==> config.mk <==
export PLATFORM = sky130hd
export DESIGN_NAME = bending_cell_cycle_sequencer
export DESIGN_NICKNAME = d
export VERILOG_FILES = /design/src/rtl/bcs_pkg.sv /design/src/rtl/bcs_cfg_regs.sv /design/src/rtl/bcs_timer_bank.sv /design/src/rtl/bcs_step_core.sv /design/src/rtl/bending_cell_cycle_sequencer.sv
export SDC_FILE = /design/constraint.sdc
export NUM_CORES = 1
export LEC_CHECK = 0
export BUFFER_PORTS_ARGS = -buffer_cell sky130_fd_sc_hd__buf_4
export CAP_MARGIN = 5
export CORE_MARGIN = 5
export CORE_UTILIZATION = 30
export CTS_CLUSTER_DIAMETER = 80
export DETAILED_ROUTE_END_ITERATION = 10
export GPL_ROUTABILITY_DRIVEN = 0
export HOLD_SLACK_MARGIN = 0.1
export PLACE_DENSITY = 0.48
export SLEW_MARGIN = 15
export SYNTH_ARGS = -nofsm -noshare
export SYNTH_HDL_FRONTEND = slang
export SYNTH_HIERARCHICAL = 1
export SYNTH_SLANG_ARGS = --single-unit
==> constraint.sdc <==
create_clock -name aclk -period 14.1 [get_ports aclk]
set_input_delay 2.82 -clock aclk [delete_from_list [all_inputs] [get_ports aclk]]
set_output_delay 2.82 -clock aclk [all_outputs]
set_load 0.02 [all_outputs]
==> src/rtl/bcs_pkg.sv <==
// Package with the shared types, codes and constants of the bending cell cycle sequencer.
`default_nettype none

package bcs_pkg;

    // Default width of each stage timer.
    localparam int DEFAULT_TIMER_BITS = 16;

    // Number of stage timers and the width of their length registers.
    localparam int NUM_TIMERS = 7;
    localparam int LEN_BITS   = 16;
    localparam int MODE_BITS  = 31;
    localparam int CFG_IDX_BITS  = 3;
    localparam int CFG_DATA_BITS = 32;

    // Timer indexes; each timer also uses the length register of the same index.
    localparam int T_START = 0;
    localparam int T_CUT   = 1;
    localparam int T_BEND1 = 2;
    localparam int T_BEND2 = 3;
    localparam int T_LON   = 4;
    localparam int T_LOFF  = 5;
    localparam int T_EJECT = 6;

    // Configuration register indexes.
    localparam logic [CFG_IDX_BITS-1:0] REG_START_WAIT = 3'd0;
    localparam logic [CFG_IDX_BITS-1:0] REG_CUT_WAIT   = 3'd1;
    localparam logic [CFG_IDX_BITS-1:0] REG_BEND1_WAIT = 3'd2;
    localparam logic [CFG_IDX_BITS-1:0] REG_BEND2_WAIT = 3'd3;
    localparam logic [CFG_IDX_BITS-1:0] REG_LASER_ON   = 3'd4;
    localparam logic [CFG_IDX_BITS-1:0] REG_LASER_OFF  = 3'd5;
    localparam logic [CFG_IDX_BITS-1:0] REG_EJECT      = 3'd6;
    localparam logic [CFG_IDX_BITS-1:0] REG_MODE       = 3'd7;

    // Request function codes.
    localparam logic [1:0] FUNC_TICK  = 2'd0;
    localparam logic [1:0] FUNC_START = 2'd1;
    localparam logic [1:0] FUNC_STOP  = 2'd2;

    // Actuator level bit positions.
    localparam int LV_CUT   = 0;
    localparam int LV_BEND1 = 1;
    localparam int LV_BEND2 = 2;
    localparam int LV_LASER = 3;
    localparam int LV_EJECT = 4;

    // Mode word bit positions.
    localparam int MODE_SEPARATE = 5;
    localparam int MODE_SINGLE   = 6;

    // Sequencer phases.
    typedef enum logic [3:0] {
        PH_IDLE      = 4'd0,
        PH_MOVE      = 4'd1,
        PH_CUT       = 4'd2,
        PH_BEND_ONE  = 4'd3,
        PH_BEND_TWO  = 4'd4,
        PH_LASER_ON  = 4'd5,
        PH_LASER_OFF = 4'd6,
        PH_RELEASE   = 4'd7,
        PH_EJECT_ON  = 4'd8,
        PH_EJECT_OFF = 4'd9
    } phase_t;

    // Input request payload.
    typedef struct packed {
        logic [1:0] func;
        logic       motors_idle;
    } in_item_t;

    // Result payload.
    typedef struct packed {
        logic        cut_out;
        logic        bend_one_out;
        logic        bend_two_out;
        logic        laser_out;
        logic        eject_out;
        logic        begin_moves;
        logic        halt_motors;
        logic        idle_waiting;
        logic        running;
        logic [3:0]  phase;
        logic [15:0] products_done;
    } out_item_t;

    // Timer control from the sequencer core to the timer bank.
    typedef struct packed {
        logic                  tick;
        logic [NUM_TIMERS-1:0] restart;
    } tmr_ctrl_t;

    typedef logic [NUM_TIMERS-1:0][LEN_BITS-1:0] len_array_t;

endpackage

`default_nettype wire

==> src/rtl/bcs_cfg_regs.sv <==
// Configuration register file: seven stage lengths and the mode word.
`default_nettype none

module bcs_cfg_regs
    import bcs_pkg::*;
(
    input  wire logic                     aclk,
    input  wire logic                     aresetn,
    input  wire logic                     wr_en,
    input  wire logic [CFG_IDX_BITS-1:0]  wr_index,
    input  wire logic [CFG_DATA_BITS-1:0] wr_data,
    output len_array_t                    timer_len,
    output logic [MODE_BITS-1:0]          mode_word
);

    len_array_t           len_reg;
    logic [MODE_BITS-1:0] mode_reg;

    // Register writes; every register resets to zero.
    always_ff @(posedge aclk) begin
        if (!aresetn) begin
            len_reg  <= '0;
            mode_reg <= '0;
        end else if (wr_en) begin
            unique case (wr_index)
                REG_MODE: begin
                    mode_reg <= wr_data[MODE_BITS-1:0];
                end
                default: begin
                    len_reg[wr_index] <= wr_data[LEN_BITS-1:0];
                end
            endcase
        end
    end

    assign timer_len = len_reg;
    assign mode_word = mode_reg;

endmodule

`default_nettype wire

==> src/rtl/bcs_timer_bank.sv <==
// Bank of seven saturating stage timers with expiry compare against live lengths.
`default_nettype none

module bcs_timer_bank
    import bcs_pkg::*;
#(
    parameter int TIMER_BITS = DEFAULT_TIMER_BITS
) (
    input  wire logic                  aclk,
    input  wire logic                  aresetn,
    input  wire tmr_ctrl_t             ctrl,
    input  wire len_array_t            timer_len,
    output logic [NUM_TIMERS-1:0]      expired
);

    localparam int CMP_BITS = (TIMER_BITS > LEN_BITS) ? TIMER_BITS : LEN_BITS;
    localparam logic [TIMER_BITS-1:0] TMAX = '1;

    logic [TIMER_BITS-1:0] cnt_reg [NUM_TIMERS];
    logic [TIMER_BITS-1:0] cnt_inc [NUM_TIMERS];

    // Advanced count of each timer and its expiry; a saturated count always counts as expired.
    for (genvar g = 0; g < NUM_TIMERS; g++) begin : g_tmr
        assign cnt_inc[g] = (cnt_reg[g] == TMAX) ? cnt_reg[g] : cnt_reg[g] + 1'b1;
        assign expired[g] = (CMP_BITS'(cnt_inc[g]) >= CMP_BITS'(timer_len[g]))
                            || (cnt_inc[g] == TMAX);
    end

    // Timers leave reset expired; on a tick they advance, or clear when restarted.
    always_ff @(posedge aclk) begin
        if (!aresetn) begin
            for (int i = 0; i < NUM_TIMERS; i++) begin
                cnt_reg[i] <= TMAX;
            end
        end else if (ctrl.tick) begin
            for (int i = 0; i < NUM_TIMERS; i++) begin
                cnt_reg[i] <= ctrl.restart[i] ? '0 : cnt_inc[i];
            end
        end
    end

endmodule

`default_nettype wire

==> src/rtl/bcs_step_core.sv <==
// Sequencer core: phase machine, start and stop flags, pulse and product counters.
`default_nettype none

module bcs_step_core
    import bcs_pkg::*;
(
    input  wire logic                  aclk,
    input  wire logic                  aresetn,
    input  wire logic                  fire,
    input  wire in_item_t              item,
    input  wire logic [MODE_BITS-1:0]  mode_word,
    input  wire logic [NUM_TIMERS-1:0] expired,
    output tmr_ctrl_t                  tmr_ctrl,
    output out_item_t                  result
);

    phase_t      phase_reg, phase_next;
    logic        started_reg, started_next;
    logic        stop_pend_reg, stop_pend_next;
    logic [7:0]  pulses_reg, pulses_next;
    logic [15:0] tally_reg, tally_next;
    logic [4:0]  levels_reg, levels_next;
    logic        begin_pulse;
    logic        halt_pulse;

    logic [4:0]  byp;
    logic        separate;
    logic        single;
    logic [7:0]  npulses;
    logic [15:0] batch;
    logic        tick;
    logic [15:0] tally_inc;
    logic        end_stop;

    // Mode word fields.
    assign byp      = mode_word[4:0];
    assign separate = mode_word[MODE_SEPARATE];
    assign single   = mode_word[MODE_SINGLE];
    assign npulses  = mode_word[14:7];
    assign batch    = mode_word[30:15];

    assign tick      = fire && (item.func == FUNC_TICK);
    assign tally_inc = (tally_reg == 16'hFFFF) ? tally_reg : tally_reg + 16'd1;
    // The cycle ends in a stop on a pending stop, single-cycle mode or a full batch.
    assign end_stop  = stop_pend_reg || single || ((batch != 16'd0) && (tally_inc >= batch));

    // Next phase.
    always_comb begin
        phase_next = phase_reg;
        if (tick) begin
            unique case (phase_reg)
                PH_IDLE: begin
                    if (started_reg) phase_next = PH_MOVE;
                end
                PH_MOVE: begin
                    if (item.motors_idle) phase_next = PH_CUT;
                end
                PH_CUT: begin
                    if (byp[0] || expired[T_START]) phase_next = PH_BEND_ONE;
                end
                PH_BEND_ONE: begin
                    if (byp[1] || expired[T_CUT]) phase_next = PH_BEND_TWO;
                end
                PH_BEND_TWO: begin
                    if (byp[2] || expired[T_BEND1]) phase_next = PH_LASER_ON;
                end
                PH_LASER_ON: begin
                    if (byp[3]) begin
                        phase_next = PH_RELEASE;
                    end else if (expired[T_BEND2] && expired[T_LOFF]) begin
                        phase_next = PH_LASER_OFF;
                    end
                end
                PH_LASER_OFF: begin
                    if (expired[T_LON]) begin
                        phase_next = (pulses_reg < npulses) ? PH_LASER_ON : PH_RELEASE;
                    end
                end
                PH_RELEASE: begin
                    if (expired[T_LOFF]) phase_next = PH_EJECT_ON;
                end
                PH_EJECT_ON: begin
                    if (byp[4] || expired[T_EJECT]) phase_next = PH_EJECT_OFF;
                end
                PH_EJECT_OFF: begin
                    if (expired[T_EJECT]) begin
                        if (!end_stop || started_reg) phase_next = PH_IDLE;
                    end
                end
                default: begin
                    phase_next = PH_IDLE;
                end
            endcase
        end
    end

    // Flags, counters, actuator levels, timer restarts and pulses.
    always_comb begin
        started_next   = started_reg;
        stop_pend_next = stop_pend_reg;
        pulses_next    = pulses_reg;
        tally_next     = tally_reg;
        levels_next    = levels_reg;
        tmr_ctrl.tick    = tick;
        tmr_ctrl.restart = '0;
        begin_pulse    = 1'b0;
        halt_pulse     = 1'b0;
        if (fire) begin
            case (item.func)
                FUNC_START: begin
                    started_next = 1'b1;
                end
                FUNC_STOP: begin
                    if (started_reg) stop_pend_next = 1'b1;
                end
                default: begin
                end
            endcase
        end
        if (tick) begin
            unique case (phase_reg)
                PH_IDLE: begin
                    if (started_reg) begin
                        pulses_next = '0;
                        begin_pulse = 1'b1;
                    end
                end
                PH_MOVE: begin
                    if (item.motors_idle) tmr_ctrl.restart[T_START] = 1'b1;
                end
                PH_CUT: begin
                    if (byp[0]) begin
                        tmr_ctrl.restart[T_CUT] = 1'b1;
                    end else if (expired[T_START]) begin
                        levels_next[LV_CUT] = 1'b1;
                        tmr_ctrl.restart[T_CUT] = 1'b1;
                    end
                end
                PH_BEND_ONE: begin
                    if (byp[1]) begin
                        tmr_ctrl.restart[T_BEND1] = 1'b1;
                    end else if (expired[T_CUT]) begin
                        levels_next[LV_BEND1] = 1'b1;
                        // A joint bend drives both and leaves the bend-one timer alone.
                        if (separate) begin
                            tmr_ctrl.restart[T_BEND1] = 1'b1;
                        end else begin
                            levels_next[LV_BEND2] = 1'b1;
                        end
                    end
                end
                PH_BEND_TWO: begin
                    if (byp[2]) begin
                        tmr_ctrl.restart[T_BEND2] = 1'b1;
                    end else if (expired[T_BEND1]) begin
                        if (separate) levels_next[LV_BEND2] = 1'b1;
                        tmr_ctrl.restart[T_BEND2] = 1'b1;
                    end
                end
                PH_LASER_ON: begin
                    if (byp[3]) begin
                        tmr_ctrl.restart[T_LOFF] = 1'b1;
                    end else if (expired[T_BEND2] && expired[T_LOFF]) begin
                        levels_next[LV_LASER] = 1'b1;
                        if (pulses_reg != 8'hFF) pulses_next = pulses_reg + 8'd1;
                        tmr_ctrl.restart[T_LON] = 1'b1;
                    end
                end
                PH_LASER_OFF: begin
                    if (expired[T_LON]) begin
                        levels_next[LV_LASER] = 1'b0;
                        tmr_ctrl.restart[T_LOFF] = 1'b1;
                    end
                end
                PH_RELEASE: begin
                    if (expired[T_LOFF]) begin
                        levels_next[LV_CUT]   = 1'b0;
                        levels_next[LV_BEND1] = 1'b0;
                        levels_next[LV_BEND2] = 1'b0;
                        tmr_ctrl.restart[T_EJECT] = 1'b1;
                    end
                end
                PH_EJECT_ON: begin
                    if (!byp[4] && expired[T_EJECT]) begin
                        levels_next[LV_EJECT] = 1'b1;
                        tmr_ctrl.restart[T_EJECT] = 1'b1;
                    end
                end
                PH_EJECT_OFF: begin
                    if (expired[T_EJECT]) begin
                        if (!byp[4]) levels_next[LV_EJECT] = 1'b0;
                        tally_next = tally_inc;
                        // A pending stop is consumed even when it ends the cycle.
                        if (stop_pend_reg) stop_pend_next = 1'b0;
                        if (end_stop && started_reg) begin
                            halt_pulse   = 1'b1;
                            started_next = 1'b0;
                        end
                    end
                end
                default: begin
                end
            endcase
        end
    end

    // State registers, updated once per request.
    always_ff @(posedge aclk) begin
        if (!aresetn) begin
            phase_reg     <= PH_IDLE;
            started_reg   <= 1'b0;
            stop_pend_reg <= 1'b0;
            pulses_reg    <= '0;
            tally_reg     <= '0;
            levels_reg    <= '0;
        end else if (fire) begin
            phase_reg     <= phase_next;
            started_reg   <= started_next;
            stop_pend_reg <= stop_pend_next;
            pulses_reg    <= pulses_next;
            tally_reg     <= tally_next;
            levels_reg    <= levels_next;
        end
    end

    // Result describes the block after this request.
    always_comb begin
        result.cut_out       = levels_next[LV_CUT];
        result.bend_one_out  = levels_next[LV_BEND1];
        result.bend_two_out  = levels_next[LV_BEND2];
        result.laser_out     = levels_next[LV_LASER];
        result.eject_out     = levels_next[LV_EJECT];
        result.begin_moves   = begin_pulse;
        result.halt_motors   = halt_pulse;
        result.idle_waiting  = (phase_next == PH_IDLE) && !started_next;
        result.running       = started_next;
        result.phase         = phase_next;
        result.products_done = tally_next;
    end

    // A begin pulse always leaves the block waiting for the moves with a fresh burst count.
    a_begin_moves: assert property (@(posedge aclk) disable iff (!aresetn)
        fire && begin_pulse |=> (phase_reg == PH_MOVE) && (pulses_reg == 8'd0))
        else $error("begin pulse did not enter the move phase");

    // A halt pulse always leaves the machine stopped in the idle phase.
    a_halt_stops: assert property (@(posedge aclk) disable iff (!aresetn)
        fire && halt_pulse |=> !started_reg && (phase_reg == PH_IDLE) && !stop_pend_reg)
        else $error("halt pulse did not stop the machine");

    // The laser is only ever driven while a pulse is timing out.
    a_laser_phase: assert property (@(posedge aclk) disable iff (!aresetn)
        levels_reg[LV_LASER] |-> (phase_reg == PH_LASER_OFF))
        else $error("laser driven outside its pulse phase");

endmodule

`default_nettype wire

==> src/rtl/bending_cell_cycle_sequencer.sv <==
// Top level of the bending cell cycle sequencer: request and result registers around the core.
//
//  Channel   Ports                               Direction  Payload
//  request   s_valid, s_ready, s_item            in         in_item_t (func, motors_idle)
//  result    m_valid, m_ready, m_item            out        out_item_t (levels, pulses, status)
//  config    cfg_valid, cfg_ready, cfg_index,    in         register index and write data
//            cfg_data
//
//  Each request gives one result, which passes from the request register into the result register;
//  one request can be accepted every cycle while the result register is free or draining, set by
//  the single step of the phase machine between request and result register.
//  Reset is synchronous and active low; the stage timers leave reset expired.
//  A stalled result holds in its register while one more request is taken into the request
//  register; configuration writes are taken in every cycle.
`default_nettype none

module bending_cell_cycle_sequencer
    import bcs_pkg::*;
#(
    parameter int TIMER_BITS = DEFAULT_TIMER_BITS
) (
    input  wire logic                     aclk,
    input  wire logic                     aresetn,
    input  wire logic                     s_valid,
    output logic                          s_ready,
    input  wire in_item_t                 s_item,
    output logic                          m_valid,
    input  wire logic                     m_ready,
    output out_item_t                     m_item,
    input  wire logic                     cfg_valid,
    output logic                          cfg_ready,
    input  wire logic [CFG_IDX_BITS-1:0]  cfg_index,
    input  wire logic [CFG_DATA_BITS-1:0] cfg_data
);

    logic                  in_valid_reg;
    in_item_t              in_item_reg;
    logic                  out_valid_reg;
    out_item_t             out_item_reg;
    logic                  out_free;
    logic                  fire;
    len_array_t            timer_len;
    logic [MODE_BITS-1:0]  mode_word;
    logic [NUM_TIMERS-1:0] expired;
    tmr_ctrl_t             tmr_ctrl;
    out_item_t             result;

    // Handshake: the request stage moves on whenever the result register is free or draining.
    assign out_free  = !out_valid_reg || m_ready;
    assign fire      = in_valid_reg && out_free;
    assign s_ready   = !in_valid_reg || out_free;
    assign cfg_ready = 1'b1;

    // Request register.
    always_ff @(posedge aclk) begin
        if (!aresetn) begin
            in_valid_reg <= 1'b0;
        end else if (s_valid && s_ready) begin
            in_valid_reg <= 1'b1;
        end else if (fire) begin
            in_valid_reg <= 1'b0;
        end
    end

    always_ff @(posedge aclk) begin
        if (s_valid && s_ready) begin
            in_item_reg <= s_item;
        end
    end

    // Result register.
    always_ff @(posedge aclk) begin
        if (!aresetn) begin
            out_valid_reg <= 1'b0;
        end else if (fire) begin
            out_valid_reg <= 1'b1;
        end else if (m_ready) begin
            out_valid_reg <= 1'b0;
        end
    end

    always_ff @(posedge aclk) begin
        if (fire) begin
            out_item_reg <= result;
        end
    end

    assign m_valid = out_valid_reg;
    assign m_item  = out_item_reg;

    // Configuration registers.
    bcs_cfg_regs u_cfg (
        .aclk      (aclk),
        .aresetn   (aresetn),
        .wr_en     (cfg_valid && cfg_ready),
        .wr_index  (cfg_index),
        .wr_data   (cfg_data),
        .timer_len (timer_len),
        .mode_word (mode_word)
    );

    // Stage timers.
    bcs_timer_bank #(
        .TIMER_BITS (TIMER_BITS)
    ) u_timers (
        .aclk      (aclk),
        .aresetn   (aresetn),
        .ctrl      (tmr_ctrl),
        .timer_len (timer_len),
        .expired   (expired)
    );

    // Phase machine and counters.
    bcs_step_core u_core (
        .aclk      (aclk),
        .aresetn   (aresetn),
        .fire      (fire),
        .item      (in_item_reg),
        .mode_word (mode_word),
        .expired   (expired),
        .tmr_ctrl  (tmr_ctrl),
        .result    (result)
    );

    // A held request must stay put until the result register can take its result.
    a_req_held: assert property (@(posedge aclk) disable iff (!aresetn)
        in_valid_reg && !out_free |=> in_valid_reg && $stable(in_item_reg))
        else $error("request register lost a held request");

endmodule

`default_nettype wire

Yosys cells after proc, flatten, opt, wreduce, memory -nomap -nowiden

Memory sizes are Yosys's and may differ from the RTL's.
Index checks and enable logic that the tools add are counted.
Widths: inputs -> output; s select.

Add/sub/neg operators: 9
Order comparisons: 11
Equal/unequal tests: 32
Muxes and demuxes: 113
Bitwise gates (word level): 8
Reductions and logical operators: 42

Operators by type and width:

| kind                  | number |
|---|---|
| $mux 16               | 26 |
| $eq 16x16->1 const B  | 15 |
| $add 16x1->16 const B | 8 |
| $ge 16x16->1          | 8 |
| $bwmux 112            | 1 |
| $mux 1                | 53 |
| $mux 4                | 13 |
| $demux 16 s3          | 1 |
| $pmux 4 s10           | 1 |
| $mux 8                | 4 |
| $eq 4x3->1 const B    | 4 |
| $logic_or 1x1->1      | 16 |
| $pmux 8 s2            | 1 |
| $reduce_bool 16->1    | 1 |
| $pmux 1 s2            | 6 |
| $logic_and 1x1->1     | 9 |
| $add 8x1->8 const B   | 1 |
| $eq 4x2->1 const B    | 2 |
| $eq 4x4->1 const B    | 2 |
| $logic_not 4->1       | 2 |
| $lt 8x8->1            | 1 |
| $ne 8x8->1 const B    | 1 |
| $mux 7                | 1 |
| $or 1x1->1            | 7 |
| 19 further kinds      | 31 |

Flip-flop bits (word level): 212
RAM bits: 112
Bits of input ports: 43
Output and inout port bits: 32
Word-level logic and storage cells: 245
Memories kept: 1

Memories:

| name             | words | bits a word | read ports | clocked after Yosys merged registers in | write ports | line                 | text |
|---|---|---|---|---|---|---|---|
| u_timers.cnt_reg | 7     | 16          | 7          | 0                                       | 7           | bcs_timer_bank.sv:19 | `logic [TIMER_BITS-1:0] cnt_reg [NUM_TIMERS];` |

Depth between registers and ports, before layout

Gate-level depths: netlist (run 1).

Depth in word-level cells: 13
Depth in mapped cells: 21
Gate-level depth less buffers: 21

Modules after synthesis

Netlist (run 1), hierarchy kept.

Modules (own cells, without submodules):

| module                       | times used | cells an instance | area an instance (µm²) | seq. area each (µm²) |
|---|---|---|---|---|
| bcs_timer_bank               | 1          | 1233              | 10476.3                | 3363.2 |
| bcs_cfg_regs                 | 1          | 504               | 5191.2                 | 2862.7 |
| bcs_step_core                | 1          | 398               | 3031.7                 | 700.7 |
| bending_cell_cycle_sequencer | 1          | 43                | 1076.0                 | 1001.0 |

Worst setup path before layout (run 1)

OpenSTA, ideal clock, no wires.

Path kind: input -> register
From: in m_ready
To: mem u_timers/cnt_reg[0][0] in the netlist's numbering, enable pin
Setup time: 0.491 ns
Data arrival time: 7.737 ns
Data required time: 13.609 ns
Setup slack: 5.872 ns
Cell stages on the path: 7
Buffers on the path: 2
Cells stage by stage: nor2b_4 nor2b_1 or3b_1 buf_6 inv_2 buf_4 nand2b_1

RTL lines:

| what            | line                               | text |
|---|---|---|
| start, declared | bending_cell_cycle_sequencer.sv:28 | `input wire logic m_ready,` |
| end, declared   | bcs_timer_bank.sv:19               |  |

==> results of run 1 <==
[cell usage in the layout, fill, tap and decap left out, types with 9 or more instances in the layout]
master,count
o211ai_1,14
nor3_1,29
a21bo_2,28
a21oi_1,83
mux2_2,13
inv_1,209
clkbuf_16,45
mux2i_1,158
a31oi_1,15
dfxtp_1,180
nor4_1,16
nor2_1,100
nor2b_1,14
nand2b_1,21
a211oi_1,14
and4_1,13
ha_1,144
xnor2_1,39
clkbuf_1,13
nand3b_1,9
and3_1,28
nand3_1,62
and2_1,30
o21ai_0,116
nand2_1,331
edfxtp_1,144
buf_4,87
xor2_1,43
nand4_1,56
a21o_1,27
or3_1,9
[layer usage]
layer  GRT usage (%)  vias up
li1                -     7741
met1            20.5     7464
met2            23.8      301
met3            2.20       75
met4            3.95        0
met5               0        -
[per-stage QoR]
stage          utilization [%]  power, mW  area (sq um)  hold WS (ns)
3_3_place_gp              32.2       1.17         21100         0.446
4_1_cts                   34.2       2.24         22500         0.461
6_report                  34.2       2.20         22500         0.458
5_1_grt                   34.2       2.28         22500         0.475
3_5_place_dp              32.2       1.17         21100         0.450
2_1_floorplan                -       1.12         19800         0.435
[kinds of logic after synthesis]
family          Yosys count  synth area share (%)
flops                   324                  40.1
xor+xnor                 82                  3.63
buf+inv                 304                  6.22
other cells               1                0.0190
mux                     174                  8.97
simple gates            783                  19.9
fa+ha+maj               144                  9.11
compound gates          366                  12.1
[Yosys cell counts, types with 50 or more instances]
library cell / n
nand2_1: 331
clkbuf_1: 50
ha_1: 144
nand4_1: 56
o21ai_0: 116
dfxtp_1: 180
nor2_1: 100
a21oi_1: 83
edfxtp_1: 144
mux2i_1: 158
inv_1: 209
nand3_1: 62
[tightest hold or removal path, cell delays in order, from the launching register on]
cell	delay (ns)
dfxtp_1	0.30
nand2_1	0.05
mux2i_1	0.05
[worst max path at each step]
stage | slack [ns] | depth (start not counted) | from | end
2_1_floorplan | 5.87 | 7 | m_ready | u_timers/cnt_reg[0][0]
3_3_place_gp | 7.33 | 7 | m_ready | u_timers/cnt_reg[1][6]
3_5_place_dp | 7.27 | 7 | m_ready | u_timers/cnt_reg[1][6]
4_1_cts | 7.83 | 7 | m_ready | u_timers/cnt_reg[1][6]
5_1_grt | 7.64 | 7 | m_ready | u_timers/cnt_reg[1][6]
6_report | 7.94 | 7 | m_ready | u_timers/cnt_reg[3][7]
[power groups by stage]
stage                     Sequential [mW]  Combinational, mW  Clock (mW)
after CTS                            1.01              0.145        1.08
after floorplan                      1.03             0.0869           0
after detailed placement             1.03              0.144           0
final                                1.01              0.142        1.04
after global placement               1.03              0.142           0
after global routing                 1.01              0.157        1.11
[cell type report]
class	count	area (sq um)
clock buffers	62	1230
well taps	864	1080
inverters	211	792
multi-input cells	1550	10700
flip-flops and latches	324	7930
repair buffers	88	664
fillers	6802	43200
clock inverters	9	101
==> flow_summary_export.csv, run 1 <==
group,metric,value,unit
run_status,status,"finished clean",
die,die_area,71200,sq um
synthesis,yosys_warnings,6,
route,wl_met1,25900,um
route,ant_nets,0,
finish,n_antenna_cell,0,
synthesis,synth_seq_area_share,40.1,%
clocking,post_cts_buffers,0,
synthesis,synth_edf_count,144,
pwr,ir_worst_vdd,0.0689,mV
die,start_util,30.1,%
worst_setup_path,critPathLaunchType,"input port",
pwr,p_int,1.68,mW
clocking,ctsResizeCount,0,
die,boundaryPins,75,
synthesis,yosysTopAreaCellShare,21.9,%
synthesis,syn_avg_cell_area,9.08,sq um
worst_setup_path,worstRegToRegCells,18,
timing,maxSlewViolCount,0,
grt,grt_pass1_wl,84600,um
synthesis,synth-seq-cells,324,
worst_setup_path,arrival,6.33,ns
timing,max_freq,162,MHz
worst_setup_path,cpLargestDelayFamily,"simple AND/OR/NAND/NOR gates",
worst_setup_path,critPathSlowestCell,"buf_4",
pwr,p_per_area,97.8,nW/um^2
worst_setup_path,worst-path-max-fanout,57,
pwr,pwr-share-comb,6.4,%
route,drcViolationCount,0,
pwr,leakagePower,9.29,nW
synthesis,synth_top_area_cell,"edfxtp_1",
worst_hold_path,min_from,"u_cfg/timer_len[57]",
synthesis,yosysUniqueCellTypes,87,
pwr,switchingPower,0.512,mW
worst_hold_path,min_path_type,"reg -> reg",
route,wl_met2,24200,um
placement,place_ws,7.27,ns
worst_setup_path,ff2ff_setup_slack,8.86,ns
finish,stdcell_count,3108,
grt,grt_overflow,0,
clocking,cts_tree,"built",
worst_setup_path,crit_chain,"buf_4 -> nor2b_4 -> nor2b_4 -> or3b_1 -> inv_2 -> nand2b_4 -> buf_4",
placement,place_hpwl,37600,um
grt,grt_pass1_vias,15500,
synthesis,async_reset_ff_share,0,%
worst_setup_path,regToRegEndpoint,"u_timers/cnt_reg[5][11]",
grt,antenna_found_initial,0,
worst_setup_path,cp_slowest_stage_delay,0.79,ns
die,die_w,267,um
clocking,cts_max_path_buffers,3,
clocking,cts_root_buf,"clkbuf_16",
timing,hold_violations,0,
clocking,numCtsBuffers,39,
timing,finalWorstSetupSlack,7.94,ns
pwr,power_switching_share,23.3,%
grt,grt_max_degree,97,
die,core_area,65600,sq um
timing,period_share,43.7,%
route,wl_met3,2190,um
route,via_per_inst,5.01,
die,die_h,267,um
job,max-cap-violations,0,
worst_setup_path,end_kind,"flop",
worst_setup_path,crit_type,"in -> reg",
die,rows,94,
worst_setup_path,cp.required,14.27,ns
clocking,clkTransAtPathRegs,0.05,ns
route,first_pass_iters,5,
finish,drive_gt1_share,10.5,%
pwr,p_clk_share,47.6,%
placement,port_buffers,72,
timing,tightest_slew,1.15,ns
route,routed.top_layer,"met4",
route,drt_iter0_drc,854,
pwr,p_seq_share,46.0,%
timing,fin_crit,6.16,ns
synthesis,synth.net_count,2365,
worst_hold_path,hold_path_depth,2,
timing,rsz0062_at_grt,"no",
clocking,clock-sinks,324,
worst_setup_path,cp.buffers_inverters,3,
finish,areaGrowthSynthToFinish,13.5,%
synthesis,synth.area.top_cells,"edfxtp_1 (22%), dfxtp_1 (18%), ha_1 (9.1%)",
worst_hold_path,hold_path_end,"u_cfg/timer_len[57]",
route,wire_per_inst,17.2,um
clocking,clock_latency,0.55,ns
worst_setup_path,r2r_start,"u_timers/cnt_reg[4][0]",
clocking,holdBufCountCts,0,
grt,grt_util_all_layers,14.7,%
synthesis,syn_inst,2178,
route,wl,53500,um
placement,dp_cells,3037,
clocking,cts.htree.levels,2,
timing,maxSlewHeadroom,22.7,%
timing,finalSetupViolCount,0,
timing,fin_skew,0.0186,ns
synthesis,synth_flop_cell,"dfxtp_1",
route,vias,15600,
finish,fin_nets,2401,
synthesis,netlist_area,19800,sq um
timing,tns,0,ns
Note: power is estimated with default switching activity, not from simulation.
==> run 2: changes to the inputs <==
==> constraint.sdc (replaced) <==
create_clock -name aclk -period 6.4 [get_ports aclk]
set_input_delay 1.28 -clock aclk [delete_from_list [all_inputs] [get_ports aclk]]
set_output_delay 1.28 -clock aclk [all_outputs]
set_load 0.02 [all_outputs]
==> flow_summary_export.csv, run 2 (synthesis gave the netlist of run 1 again) <==
group,metric,value,unit
worst_hold_path,min_from,"u_cfg/timer_len[60]",
timing,max_freq,198,MHz
worst_setup_path,worst-path-max-fanout,10,
timing,fin_skew,0.0234,ns
worst_hold_path,min_path_type,"reg -> reg",
route,drcViolationCount,0,
route,wl,53400,um
die,core_area,65600,sq um
finish,final_cell_mix,"nand2_1 (331), inv_1 (209), dfxtp_1 (180)",
timing,period_share,79.1,%
route,wl_met3,2230,um
worst_setup_path,arrival,5.36,ns
timing,tns,0,ns
finish,stdcell_count,3111,
clocking,clkTransAtPathRegs,0.06,ns
die,die_area,71200,sq um
worst_setup_path,cp.required,6.70,ns
route,wl_met1,26000,um
clocking,numCtsBuffers,39,
route,vias,15500,
route,drt_iter0_drc,735,
route,first_pass_iters,7,
pwr,p_per_area,215,nW/um^2
placement,port_buffers,72,
route,via_per_inst,4.98,
worst_setup_path,end_kind,"flop",
timing,maxSlewViolCount,0,
grt,grt_pass1_wl,84900,um
die,die_w,267,um
finish,fin_nets,2404,
worst_setup_path,r2r_start,"u_timers/cnt_reg[6][0]",
clocking,ctsResizeCount,0,
die,start_util,30.1,%
worst_setup_path,critical_path.most_common_cell,"ha_1",
route,wire_per_inst,17.2,um
worst_setup_path,cp_slowest_stage_delay,0.52,ns
clocking,clock_latency,0.56,ns
route,ant_nets,0,
finish,seq_area,7930,sq um
clocking,cts_root_buf,"clkbuf_16",
finish,multiInputGateArea,10700,sq um
grt,grt_pass1_vias,15200,
timing,rsz0062_at_grt,"no",
die,rows,94,
placement,place_hpwl,37100,um
run_status,status,"finished clean",
timing,tightest_slew,1.03,ns
worst_setup_path,critPathLaunchType,"flop",
die,die_h,267,um
die,boundaryPins,75,
grt,grt_max_degree,97,
clocking,cts.htree.levels,2,
timing,hold_violations,0,
finish,layout_commonest_cell,"nand2_1",
clocking,cts_tree,"built",
pwr,leakagePower,9.31,nW
worst_setup_path,crit_type,"reg -> reg",
clocking,clock-sinks,324,
grt,grt_util_all_layers,14.7,%
finish,fillCellCount,6756,
placement,dp_cells,3040,
timing,maxSlewHeadroom,30.7,%
timing,whs,0.458,ns
grt,grt_overflow,0,
route,routed.top_layer,"met4",
timing,finalWorstSetupSlack,1.34,ns
placement,place_ws,1.35,ns
clocking,post_cts_buffers,0,
timing,finalSetupViolCount,0,
clocking,cts_max_path_buffers,3,
worst_setup_path,crit_chain,"ha_1 -> nand4_2 -> nor2_2 -> nand2_1 -> xnor2_1 -> ha_1 -> nand2b_1 -> a21o_1 -> a21oi_1 -> o21ai_0 -> a31o_2 -> a211oi_1 -> o21ai_1 -> nand4bb_1 -> or3_1 -> o22ai_1 -> a31oi_1 -> and4b_1",
finish,n_antenna_cell,0,
pwr,ir_worst_vdd,0.144,mV
grt,antenna_found_initial,0,
job,max-cap-violations,0,
finish,drive_gt1_share,10.9,%
finish,areaGrowthSynthToFinish,13.7,%
clocking,holdBufCountCts,0,
route,wl_met2,24200,um
timing,fin_crit,5.06,ns
worst_setup_path,crit_start,"u_timers/cnt_reg[6][0]",
worst_setup_path,critPathSlowestCell,"edfxtp_1",
==> run 2: changes by cell type in the layout (fill, tap and decap cells not counted), moves of 2 or more <==
cell | before | now
clkbuf_16 | 45 | 43
clkinvlp_4 | 1 | 5
clkbuf_1 | 13 | 5
inv_4 | 0 | 4
clkbuf_8 | 4 | 6
buf_4 | 87 | 89
==> run 2: worst max-delay path, delay by kind of cell, from the launching register on <==
| family | cells | cell delay, ns |
|---|---|---|
| xor+xnor | 1 | 0.29 |
| fa+ha+maj | 2 | 0.65 |
| flops | 1 | 0.52 |
| simple gates | 7 | 1.82 |
| compound gates | 8 | 1.52 |
==> run 2: routing by layer <==
layer,GRT usage [%],vias to the layer above
met5,0,-
li1,-,7758
met3,2.63,61
met4,3.24,0
met2,23.9,292
met1,20.6,7384
==> run 2: area by class of cell <==
| class | count | share of cell area [%] |
|---|---|---|
| Clock buffer | 54 | 5.23 |
| Clock inverter | 17 | 0.712 |
| Inverter | 211 | 3.52 |
| Multi-Input combinational cell | 1550 | 47.4 |
| Sequential cell | 324 | 35.2 |
| Tap cell | 864 | 4.81 |
| Timing Repair Buffer | 91 | 3.11 |
==> run 2: final timing paths <==
| path | end | slack, ns | depth (start not counted) |
|---|---|---|---|
| max | m_item[21] | 1.34 | 18 |
| min | u_cfg/timer_len[60] | 0.46 | 2 |
| max reg2reg | m_item[21] | 1.34 | 18 |
| min reg2reg | u_cfg/timer_len[60] | 0.46 | 2 |
==> run 2: through the flow <==
step	utilization, %	total power, mW	instance area, sq um
6_report	34.3	4.84	22500
5_1_grt	34.3	5.05	22500
4_1_cts	34.3	4.93	22500
3_5_place_dp	32.2	2.59	21200
3_3_place_gp	32.2	2.58	21200
2_1_floorplan	-	2.46	19800
==> run 2: power breakdown <==
group | switching, mW | internal, mW
Sequential | 0.0294 | 2.20
Combinational | 0.202 | 0.114
Clock | 0.922 | 1.38
Total | 1.15 | 3.69
